===== config.mk =====
export PLATFORM = sky130hd
export DESIGN_NAME = mf_cell
export DESIGN_NICKNAME = d
export VERILOG_FILES = /design/src/hdl/mf_pkg.sv /design/src/hdl/mf_cell.sv
export SDC_FILE = /design/constraint.sdc
export NUM_CORES = 1
export LEC_CHECK = 0
export ABC_AREA = 1
export BUFFER_PORTS_ARGS = -buffer_cell sky130_fd_sc_hd__buf_2
export CAP_MARGIN = 20
export CORE_MARGIN = 4
export CORE_UTILIZATION = 39
export DETAILED_ROUTE_END_ITERATION = 8
export PLACE_DENSITY = 0.72
export SKIP_CTS_REPAIR_TIMING = 1
export SLEW_MARGIN = 40
export SYNTH_ARGS = -nofsm -noshare
export SYNTH_HDL_FRONTEND = slang
export SYNTH_SLANG_ARGS = --single-unit

===== constraint.sdc =====
create_clock -name clk_i -period 0.8 [get_ports clk_i]
set_input_delay 0.12 -clock clk_i [delete_from_list [all_inputs] [get_ports clk_i]]
set_output_delay 0.12 -clock clk_i [all_outputs]
set_load 0.05 [all_outputs]

===== src/hdl/mf_pkg.sv =====
// shared types, constants and compare helpers of the 3x3 median filter
package mf_pkg;

  localparam int unsigned PixW        = 8;
  localparam int unsigned RowW        = 12;
  localparam int unsigned WidthRegW   = 11;
  localparam int unsigned HeightRegW  = 13;
  localparam int unsigned CfgW        = 13;
  localparam int unsigned DefMaxWidth = 1024;
  localparam int unsigned WidthReset  = 1024;
  localparam int unsigned HeightReset = 1024;
  localparam int unsigned MaxHeight   = 4096;
  localparam int unsigned LineW       = 2 * PixW;

  // register indexes
  localparam logic RegImageWidth  = 1'b0;
  localparam logic RegImageHeight = 1'b1;

  // result slots of one pixel, in emission order
  localparam int unsigned SlotCenter = 0;
  localparam int unsigned SlotRight  = 1;
  localparam int unsigned SlotOwn    = 2;
  localparam int unsigned SlotN      = 3;

  typedef logic [PixW-1:0] pix_t;
  typedef logic [2:0][PixW-1:0] pix3_t;

  typedef struct packed {
    pix3_t raw;
    pix3_t srt;
  } col_t;

  typedef struct packed {
    logic [RowW-1:0]  row;
    logic [SlotN-1:0] mask;
    logic             interior;
    logic             frame;
  } meta_t;

  function automatic pix_t max2(input pix_t a, input pix_t b);
    return (a > b) ? a : b;
  endfunction

  function automatic pix_t min2(input pix_t a, input pix_t b);
    return (a < b) ? a : b;
  endfunction

  function automatic pix_t max3(input pix_t a, input pix_t b, input pix_t c);
    return max2(max2(a, b), c);
  endfunction

  function automatic pix_t min3(input pix_t a, input pix_t b, input pix_t c);
    return min2(min2(a, b), c);
  endfunction

  function automatic pix_t med3(input pix_t a, input pix_t b, input pix_t c);
    return max2(min2(a, b), min2(max2(a, b), c));
  endfunction

  function automatic pix3_t sort3(input pix3_t x);
    pix3_t s;
    pix_t  t;
    s = x;
    if (s[0] > s[1]) begin
      s[0] = x[1];
      s[1] = x[0];
    end
    if (s[1] > s[2]) begin
      s[2] = s[1];
      s[1] = x[2];
    end
    if (s[0] > s[1]) begin
      t    = s[1];
      s[1] = s[0];
      s[0] = t;
    end
    return s;
  endfunction

endpackage


===== src/hdl/mf_cell.sv =====
// one window column cell: holds raw and sorted pixels, shifts to its neighbor
module mf_cell (
  input  logic          clk_i,
  input  logic          rst_ni,
  input  logic          shift_i,
  input  mf_pkg::col_t  col_i,
  output mf_pkg::col_t  col_o
);

  mf_pkg::col_t col_q;
  mf_pkg::col_t col_d;

  always_comb begin
    col_d = col_q;
    if (shift_i) begin
      col_d = col_i;
    end
  end

  always_ff @(posedge clk_i or negedge rst_ni) begin
    if (!rst_ni) begin
      col_q <= '0;
    end else begin
      col_q <= col_d;
    end
  end

  assign col_o = col_q;

endmodule


== Yosys cells after proc, flatten, opt, wreduce, memory -nomap -nowiden ==
Index checks and enable logic that the tools add are counted.

* Add/subtract/negate cells: 0
* $mul: 0
* Div/mod/pow operators: 0
* Magnitude comparators: 0
* Equality and inequality tests: 0
* Shifts and indexed selects: 0
* Multiplexer cells: 0
* Bitwise logic cells: 0
* Reductions and logical operators: 0

* Flip-flop bits (word level): 48
* Bits in latches: 0
* Memory bits (writable): 0
* Bits in read-only memories: 0
* Input port bits: 51
* Logic and storage cells: 6
* Memories kept: 0

== Logic depth before layout (Yosys ltp) ==
* Depth after elaboration: 0
* Depth in mapped cells: 5
* Depth with buffers taken out: 3

== Worst setup path before layout ==
Ideal clock, no wire load.

* Path type: register to register
* Start: register, netlist name col_o[0]
* End: register col_q, in the netlist col_o[0]
* Library setup time: 0.119 ns
* Data arrival time: 0.713 ns
* Required time: 0.681 ns
* Path slack: -0.032 ns
* Stages on the path, launching flop included: 3
* Period minus slack after synthesis: 0.832 ns
* Cells stage by stage: dfrtp_1 nand2_1 nand2_1

{| class="wikitable"
|+ RTL lines
! item !! line !! source
|-
| end signal, assigned || mf_cell.sv:24 || <nowiki>col_q <= col_d;</nowiki>
|-
| end, declared || mf_cell.sv:10 || <nowiki>mf_pkg::col_t col_q;</nowiki>
|}

== Worst setup path after layout ==
* Start: register col_q, in the netlist col_o[14]
* End: output port col_o[14] (netlist name)

{| class="wikitable"
|+ RTL lines
! item !! line !! source
|-
| end, declared || mf_cell.sv:7 || <nowiki>output mf_pkg::col_t col_o</nowiki>
|}

No word-level cell between the ends.

==> metrics.txt <==
Skew-Pair Late Insertion Delay 290 ps; outcome complete, but fails checks; post-synthesis sequential area ratio 66.5%; Max FO, Critical Path 2; starting density of the core 40.9%; CTS H-Tree Depth 2; router iterations before antenna repair 4; r2r startpoint col_o[36]; pwr/cell area 2140 nW/um2; unrepaired setup endpoints after global routing yes; Max Cap Viol 0; first-pass GRT wire length 7020 um; fmax 1.01 GHz; fin util 64.6%; area leader, netlist dfrtp_1; R2R Setup Slk 60 ps; via count 1604; vias in the first global route 1517; Die ar. 5780 um2; crit start category flop; total power draw 6.09 mW; Clock Skew 0 ps; port bufs 98; area delta synth->final 58.0%; Final #Nets 355; number of flip-flops under the largest register name 48; Num Clock Sinks 48; Yosys top cell area share 66.5%; gpl congestion 0.725; 1st-iter DRT viols 137; r2r endpoint col_o[36]; # setup viols final 48; most common cell after layout, fill and taps aside nand2_1; antenna violations before repair 0; Worst-path clk slew 80 ps; Post-Syn Instances 203; Routed WL 4450 um; leakage 1.53 nW; CP top delay family flip-flops; Crit. End Element output pin; core area 4410 um2; share of layout cells above drive strength 1 52.1%; DR WL/cell 12.5 um; critical path class reg -> out; Final WS setup -193 ps; synthesized cell area 1810 um2; clk root buf clkbuf_8; worst vdd ir 1.03 mV; Synth Area per Inst 8.89 um2; GRT Total Usage 14.8%; pre-CTS setup slack 57.4 ps; violated checks setup timing; critical-path cell list buf_6; WP data required 680 ps; final hold violations 0; most frequent cells in the layout 144 x nand2_1, 50 x buf_2, 48 x dfrtp_2, 48 x buf_6, 6 x clkbuf_8; slew at the pin closest to its max-slew limit 254 ps; Hold Crit Class in -> reg; DRT antenna net count 0; Tcrit/Tclk final 124%; # diodes 0; GRT Residual Overflow 0; I/O pins 99; flop and latch count out of synthesis 48; Final min period 993 ps; clock buffer count from CTS 5; CP Launch Point col_o[14]; Hold WS 19.2 ps; Relative slew margins 83.1%; Syn Nets 254; num rows 24; final number of max-transition violations 0; largest stage delay on the critical path 420 ps; critical path arrival 870 ps; Longest Clk Path Bufs 2; dominant cells by area after synthesis dfrtp_1 67%, nand2_1 30%, buf_2 1.7%; DP HPWL 2940 um; CTS tree yes; CP bufs+invs 1; Slowest-stage cell, CP dfrtp_2; Die Wd 76.0 um; reg2reg path depth 3; Yosys cell types 5; Die Y-Extent 76.0 um; crit path to col_o[14]; largest net degree at the start of global routing 49; vias per inst 4.49; Crit path depth 1; Synth Warn # 0; residual DRC count 0
## stage by stage
step	instances	setup TNS, ps	instance area (um2)
after floorplan	203	0	1870
after global placement	347	0	2440
after detailed placement	347	0	2440
after CTS	355	-11780	2530
after global routing	357	-10680	2850
final	357	-8670	2850
## how the worst min path moves through the flow
stage | from | slack [ps] | cells after the start | endpoint
floorplan | rst_ni | -180 | 0 | col_o[0]
global placement | rst_ni | 130 | 2 | col_o[28]
detailed placement | rst_ni | 130 | 2 | col_o[28]
CTS | rst_ni | -200 | 2 | col_o[28]
global route | col_i[28] | 3 | 3 | col_o[28]
finish | col_i[10] | 20 | 3 | col_o[10]
## layout make-up
cell class	count	area (um2)
repair buffers	104	888
clock inverters	1	7.51
flip-flops and latches	48	1260
well taps	52	65.1
multi-input cells	144	541
clock buffers	7	86.3
inverters	1	3.75
fillers	362	1560
## logic make-up after synthesis
logic type	count (synthesis)	synth area share (%)
DFF	48	66.5
and+or+nand+nor	144	29.9
buffers and inverters	11	3.53
## where the power goes
group	internal [mW]	total (mW)	switching, mW
Sequential	2.68	2.84	0.158
Combinational	0.642	1.79	1.15
Clock	0.703	1.47	0.767
## synth_stat cells
| library cell | count |
|---|---|
| buf_2 | 6 |
| nand2_1 | 144 |
| inv_2 | 1 |
| buf_4 | 4 |
| dfrtp_1 | 48 |
## worst min-delay path, delay by kind of cell
kind	cells	cell delay [ps]
buffers and inverters	1	70
and+or+nand+nor	2	90
## metal layers
| layer | GRT usage [%] | vias to the layer above | wire, um | part of all wire [%] |
|---|---|---|---|---|
| li1 | - | 802 | - | - |
| met3 | 5.56 | 7 | 376 | 8.5 |
| met1 | 19.4 | 726 | 2040 | 46 |
| met5 | 0 | - | 0 | 0 |
| met2 | 22.8 | 69 | 1960 | 44 |
| met4 | 4.27 | 0 | 75 | 1.7 |
No activity file was read; power rests on OpenSTA's default activity.
