### config.mk
export PLATFORM = sky130hd
export DESIGN_NAME = mf_median
export DESIGN_NICKNAME = d
export VERILOG_FILES = /design/src/hdl/mf_pkg.sv /design/src/hdl/mf_median.sv
export SDC_FILE = /design/constraint.sdc
export NUM_CORES = 1
export LEC_CHECK = 0
export BUFFER_PORTS_ARGS = -buffer_cell sky130_fd_sc_hd__clkbuf_2
export CORE_UTILIZATION = 49
export DETAILED_ROUTE_END_ITERATION = 8
export GPL_ROUTABILITY_DRIVEN = 0
export HOLD_SLACK_MARGIN = 0.06
export PLACE_DENSITY = 0.88
export SYNTH_ARGS = -nofsm -noshare
export SYNTH_HDL_FRONTEND = slang
export SYNTH_SLANG_ARGS = --single-unit
### constraint.sdc
create_clock -name clk_i -period 10 [get_ports clk_i]
set_clock_uncertainty 0.15 [all_clocks]
set_input_delay 1.5 -clock clk_i [delete_from_list [all_inputs] [get_ports clk_i]]
set_output_delay 1.5 -clock clk_i [all_outputs]
set_load 0.005 [all_outputs]
### src/hdl/mf_pkg.sv
// shared types, constants and compare helpers of the 3x3 median filter
package mf_pkg;

  localparam int unsigned PixW        = 8;
  localparam int unsigned RowW        = 12;
  localparam int unsigned WidthRegW   = 11;
  localparam int unsigned HeightRegW  = 13;
  localparam int unsigned CfgW        = 13;
  localparam int unsigned DefMaxWidth = 1024;
  localparam int unsigned WidthReset  = 1024;
  localparam int unsigned HeightReset = 1024;
  localparam int unsigned MaxHeight   = 4096;
  localparam int unsigned LineW       = 2 * PixW;

  // register indexes
  localparam logic RegImageWidth  = 1'b0;
  localparam logic RegImageHeight = 1'b1;

  // result slots of one pixel, in emission order
  localparam int unsigned SlotCenter = 0;
  localparam int unsigned SlotRight  = 1;
  localparam int unsigned SlotOwn    = 2;
  localparam int unsigned SlotN      = 3;

  typedef logic [PixW-1:0] pix_t;
  typedef logic [2:0][PixW-1:0] pix3_t;

  typedef struct packed {
    pix3_t raw;
    pix3_t srt;
  } col_t;

  typedef struct packed {
    logic [RowW-1:0]  row;
    logic [SlotN-1:0] mask;
    logic             interior;
    logic             frame;
  } meta_t;

  function automatic pix_t max2(input pix_t a, input pix_t b);
    return (a > b) ? a : b;
  endfunction

  function automatic pix_t min2(input pix_t a, input pix_t b);
    return (a < b) ? a : b;
  endfunction

  function automatic pix_t max3(input pix_t a, input pix_t b, input pix_t c);
    return max2(max2(a, b), c);
  endfunction

  function automatic pix_t min3(input pix_t a, input pix_t b, input pix_t c);
    return min2(min2(a, b), c);
  endfunction

  function automatic pix_t med3(input pix_t a, input pix_t b, input pix_t c);
    return max2(min2(a, b), min2(max2(a, b), c));
  endfunction

  function automatic pix3_t sort3(input pix3_t x);
    pix3_t s;
    pix_t  t;
    s = x;
    if (s[0] > s[1]) begin
      s[0] = x[1];
      s[1] = x[0];
    end
    if (s[1] > s[2]) begin
      s[2] = s[1];
      s[1] = x[2];
    end
    if (s[0] > s[1]) begin
      t    = s[1];
      s[1] = s[0];
      s[0] = t;
    end
    return s;
  endfunction

endpackage

### src/hdl/mf_median.sv
// first median level over three sorted columns: max of lows, median of mids, min of highs
module mf_median (
  input  logic                     clk_i,
  input  logic                     en_i,
  input  mf_pkg::col_t [2:0]       cols_i,
  output mf_pkg::pix_t             lo_o,
  output mf_pkg::pix_t             md_o,
  output mf_pkg::pix_t             hi_o
);

  mf_pkg::pix_t lo_q, md_q, hi_q;
  mf_pkg::pix_t lo_d, md_d, hi_d;

  always_comb begin
    lo_d = mf_pkg::max3(cols_i[0].srt[0], cols_i[1].srt[0], cols_i[2].srt[0]);
    md_d = mf_pkg::med3(cols_i[0].srt[1], cols_i[1].srt[1], cols_i[2].srt[1]);
    hi_d = mf_pkg::min3(cols_i[0].srt[2], cols_i[1].srt[2], cols_i[2].srt[2]);
  end

  always_ff @(posedge clk_i) begin
    if (en_i) begin
      lo_q <= lo_d;
      md_q <= md_d;
      hi_q <= hi_d;
    end
  end

  assign lo_o = lo_q;
  assign md_o = md_q;
  assign hi_o = hi_q;

endmodule

Yosys cells after proc, flatten, opt, wreduce, memory -nomap -nowiden
Cells that the tools add are included.
Storage, ports and cells
  register bits: 24
  bits in latches: 0
  bits in writable memories: 0
  memory bits (read-only): 0
  input port bits: 146
  output and inout bits: 24
  word-level logic and storage cells: 19
  memories kept: 0
Cells by class
  $add $sub $neg: 0
  multipliers: 0
  div/mod/pow operators: 0
  order comparisons: 8
  equal/unequal tests: 0
  shift-type cells: 0
  multiplexer cells: 8
  bitwise gates (word level): 0
  reduce and logical (&&, ||, !) cells: 0
Operator list (number)
  $mux W8: 8
  $gt A8 B8 Y1: 4
  $lt A8 B8 Y1: 4

Logic depth before layout (Yosys ltp)
  depth in word-level cells: 6
  depth in mapped cells: 23

Worst setup path before layout
OpenSTA, ideal clock, no wires.
  path type: input port to flip-flop
  start point: in cols_i[57] (netlist bit)
  end point: reg md_q[1], in the netlist md_o[1], data pin
  library setup time: 274 ps
  data arrival time: 5801 ps
  setup slack: 3776 ps
  cell stages on the path: 23
  cell sequence: inv_1 -> ha_1 -> nor2b_1 -> o211ai_1 -> a21oi_1 -> o21ai_2 -> mux2i_1 -> inv_1 -> ha_1 -> nand4_1 -> a211o_1 -> a21oi_1 -> nor3_1 -> buf_2 -> o21ai_4 -> mux2i_1 -> ha_1 -> a21o_1 -> a21oi_1 -> a21oi_1 -> o21bai_1 -> o211a_1 -> a211oi_1
Between the ends
  cells in the longest elaborated chain, start to end: 6
  elaborated cells on any way between the ends: 8
RTL lines
  start: declaration: RTL line mf_median.sv:5  | input mf_pkg::col_t [2:0] cols_i,
  $gt A8 B8 Y1: RTL line mf_pkg.sv:41  | return (a > b) ? a : b;
  $mux W8: RTL line mf_pkg.sv:41
  $lt A8 B8 Y1: RTL line mf_pkg.sv:45  | return (a < b) ? a : b;
  $mux W8: RTL line mf_pkg.sv:45
  $gt A8 B8 Y1: RTL line mf_pkg.sv:41
  $mux W8 (*): RTL line mf_pkg.sv:41
  via md_d[1]: RTL line mf_median.sv:12  | mf_pkg::pix_t lo_d, md_d, hi_d;
  end signal: assignment: RTL line mf_median.sv:23  | md_q <= md_d;
  end: declaration: RTL line mf_median.sv:11  | mf_pkg::pix_t lo_q, md_q, hi_q;
The timed path passes the listed nets; every way through them passes the cells marked *.
A chain may end at the register's enable or synchronous reset.

Worst setup path after layout
  start point: in cols_i[57] (netlist bit)
  end point: reg md_q[4], in the netlist md_o[4], data pin
The elaborated chain is that of the path after synthesis.

==> reports/qor.json <==
{
  "result_of_the_run": {"value": "finished clean"},
  "final_common_cell": {"value": "sky130_fd_sc_hd__clkbuf_2"},
  "critical-path-top-cell-by-count": {"value": "sky130_fd_sc_hd__a21oi_1"},
  "fp.dieArea": {"value": 6470, "unit": "um2"},
  "final-setup-viol-count": {"value": 0},
  "layout-area-overhead-vs-synth": {"value": 20.5, "unit": "%"},
  "max_h_tree_level": {"value": 1},
  "data_arrival_time_at_the_worst_slack_endpoint": {"value": 7.42, "unit": "ns"},
  "hpwlAfterDp": {"value": 6.10, "unit": "mm"},
  "postRouteAntennaNets": {"value": 0},
  "clock_tree.root_cell": {"value": "sky130_fd_sc_hd__clkbuf_8"},
  "port-buffer-count": {"value": 97},
  "core": {"value": 5920, "unit": "um2"},
  "post-cts-setup-buffers": {"value": 0},
  "hold_class": {"value": "in -> reg"},
  "cap_violations": {"value": 0},
  "pin_count": {"value": 170},
  "global_route.overflow_total": {"value": 0},
  "drt-vias-per-instance": {"value": 5.70},
  "cts_hold_buffers": {"value": 0},
  "timing.final.max_slew_violations": {"value": 0},
  "post_synthesis_cell_count": {"value": 350},
  "route.detailed.wl_per_inst": {"value": 13.7, "unit": "um"},
  "irDropWorstVdd": {"value": 0.0849, "unit": "mV"},
  "initial_antenna_violation_count": {"value": 0},
  "layout-drive-gt1-share": {"value": 26.7, "unit": "%"},
  "whs": {"value": 1.40, "unit": "ns"},
  "worst-setup-path-type": {"value": "in -> reg"},
  "placementRows": {"value": 28},
  "power-per-cell-area": {"value": 128, "unit": "nW/um2"},
  "initial_core_util": {"value": 51.0, "unit": "%"},
  "mappedNetlistArea": {"value": 3020, "unit": "um2"},
  "route.detailed.drc": {"value": 0},
  "timing.critical_path.slowest_cell_delay": {"value": 0.89, "unit": "ns"},
  "critical_path_start": {"value": "cols_i[57]"},
  "critical_path_cell_sequence": {"value": "clkbuf_2 > inv_1 > ha_1 > nor2b_1 > o211ai_1 > a21oi_1 > o21ai_2 > mux2i_1 > inv_1 > ha_1 > o21ai_0 > a211o_1 > a21oi_1 > nor3_1 > o21ai_4 > mux2i_1 > ha_1 > a21o_1 > a21oi_1 > a21oi_1 > o21bai_1 > o211a_1 > a211oi_1"},
  "routed_wl": {"value": 7.13, "unit": "mm"},
  "cts_tree": {"value": "built"},
  "multi_input_comb_area": {"value": 2070, "unit": "um2"},
  "globalRouteTotalUtil": {"value": 22.8, "unit": "%"},
  "postSynthRegisterBits": {"value": 24},
  "relSlewSlack": {"value": 24.8, "unit": "%"},
  "routed-via-count": {"value": 2962},
  "yosys.cell_types.count": {"value": 46},
  "drt_first_pass_iters": {"value": 5},
  "dieHeight": {"value": 80.5, "unit": "um"},
  "dr.first_iter.drc_count": {"value": 123},
  "post_synth.cell_area_avg": {"value": 8.62, "unit": "um2"},
  "end_kind": {"value": "flip-flop"},
  "number_of_global_route_vias_before_repair": {"value": 2882},
  "slowest_stage": {"value": "sky130_fd_sc_hd__nor3_1"},
  "critical_path_required": {"value": 9.83, "unit": "ns"},
  "ff_latch_area": {"value": 721, "unit": "um2"},
  "hold_violations": {"value": 0},
  "finalSetupTns": {"value": 0, "unit": "ns"},
  "grt_first_pass_wirelength": {"value": 11.8, "unit": "mm"},
  "clock-sinks": {"value": 24},
  "synthesis.yosys.warnings": {"value": 0},
  "ctsResizeCount": {"value": 0},
  "hp-start": {"value": "cols_i[119]"},
  "synth_seq_area_share": {"value": 23.9, "unit": "%"},
  "nets": {"value": 645},
  "worstSetupStartpointType": {"value": "input port"},
  "cts-buffers-inserted": {"value": 3},
  "die_width": {"value": 80.5, "unit": "um"},
  "final.period_utilization": {"value": 75.8, "unit": "%"},
  "cellLeakagePower": {"value": 1.93, "unit": "nW"},
  "most-common-layout-cells": {"value": "sky130_fd_sc_hd__clkbuf_2, sky130_fd_sc_hd__ha_1, sky130_fd_sc_hd__inv_1"},
  "cts.clk_slew.worst_paths": {"value": 0.09, "unit": "ns"},
  "cts.path.max_buffers": {"value": 2},
  "worstMarginPinSlew": {"value": 1.12, "unit": "ns"},
  "fillers": {"value": 523},
  "rsz0062_at_grt": {"value": "false"},
  "maxClockFrequency": {"value": 132, "unit": "MHz"},
  "mappedNetlistNets": {"value": 549},
  "n_antenna_cell": {"value": 0},
  "worstPathMaxFanout": {"value": 11},
  "largest_net_degree_at_the_start_of_global_routing": {"value": 25},
  "finalWorstPathRequiredPeriod": {"value": 7.58, "unit": "ns"}
}
==> registers in the layout (all words and copies together) (netlist names) <==
name / flops
lo_o: 8
md_o: 8
hi_o: 8
==> routing by layer <==
metal	GRT usage (%)	wire (um)	vias to the layer above	share of wire, %
li1	-	-	1494	-
met1	26.1	3050	1346	43
met2	43.8	3560	108	50
met3	1.93	402	14	5.6
met4	7.14	116	0	1.6
met5	0	0	-	0
==> cell type report <==
type / instances / area share (%)
flip-flops and latches: 24 / 19.8
clock inverters: 1 / 0.826
repair buffers: 97 / 13.4
inverters: 52 / 5.37
well taps: 75 / 2.58
multi-input cells: 268 / 56.9
clock buffers: 3 / 1.14
==> cells in the mapped netlist, drive strengths merged <==
| cell | number | area, um2 |
|---|---|---|
| mux2i | 18 | 180 |
| o211a | 1 | 10.0 |
| o21ba | 1 | 10.0 |
| nor3b | 1 | 7.51 |
| nand3 | 12 | 60.1 |
| inv | 52 | 195 |
| nand2b | 1 | 6.26 |
| nor2 | 22 | 90.1 |
| a211o | 2 | 18.8 |
| a2111oi | 7 | 61.3 |
| a21oi | 22 | 114 |
| nor4 | 1 | 6.26 |
| o21a | 3 | 22.5 |
| mux2 | 7 | 78.8 |
| nor2b | 4 | 25.0 |
| a31oi | 9 | 71.3 |
| o211ai | 1 | 7.51 |
| nor3 | 4 | 20.0 |
| nand2 | 20 | 75.1 |
| o21bai | 3 | 22.5 |
| ha | 53 | 663 |
| nand4 | 6 | 43.8 |
| or2 | 2 | 12.5 |
| edfxtp | 24 | 721 |
| o21ai | 28 | 155 |
| a311oi | 2 | 23.8 |
| and3 | 3 | 18.8 |
| buf | 3 | 21.3 |
| clkbuf | 3 | 11.3 |
| a21o | 14 | 106 |
| a211oi | 18 | 135 |
| a21boi | 1 | 7.51 |
| and2 | 1 | 6.26 |
| o31a | 1 | 8.76 |
==> worst paths after layout <==
path | to | cells past startpoint
min | hi_o[7]$_DFFE_PP_ | 2
max | md_o[4]$_DFFE_PP_ | 23
==> stage by stage <==
step	total power [mW]	setup WS (ns)	util [%]	instances	instance area, um2
3_5_place_dp	0.382	2.21	60.2	516	3560
3_3_place_gp	0.371	2.48	60.2	516	3560
2_1_floorplan	0.304	3.78	-	350	3020
5_1_grt	0.503	1.86	61.4	520	3630
4_1_cts	0.466	2.48	61.4	520	3630
6_report	0.465	2.42	61.4	520	3630
==> report_power, final <==
part	switching, mW	internal, mW
logic	0.134	0.101
registers	0.00578	0.140
clock network	0.0300	0.0534
==> critical path, delay by kind of cell <==
kind                     cells  cell delay, ns
adder cells (fa/ha/maj)      3            0.85
AO/OA/AOI/OAI               13            3.18
buffers and inverters        3            0.26
multiplexers                 2            0.59
AND/OR/NAND/NOR              2            1.03
==> cell families (layout without fill, tap and decap cells) <==
group           Yosys count  in the layout  synth area share, %
compound gates          113            113                 25.7
fa+ha+maj                53             53                 22.0
buf+inv                  58            153                 7.55
flops                    24             24                 23.9
mux                      25             25                 8.59
simple gates             77             77                 12.3
No activity file was read; power rests on OpenSTA's default activity.
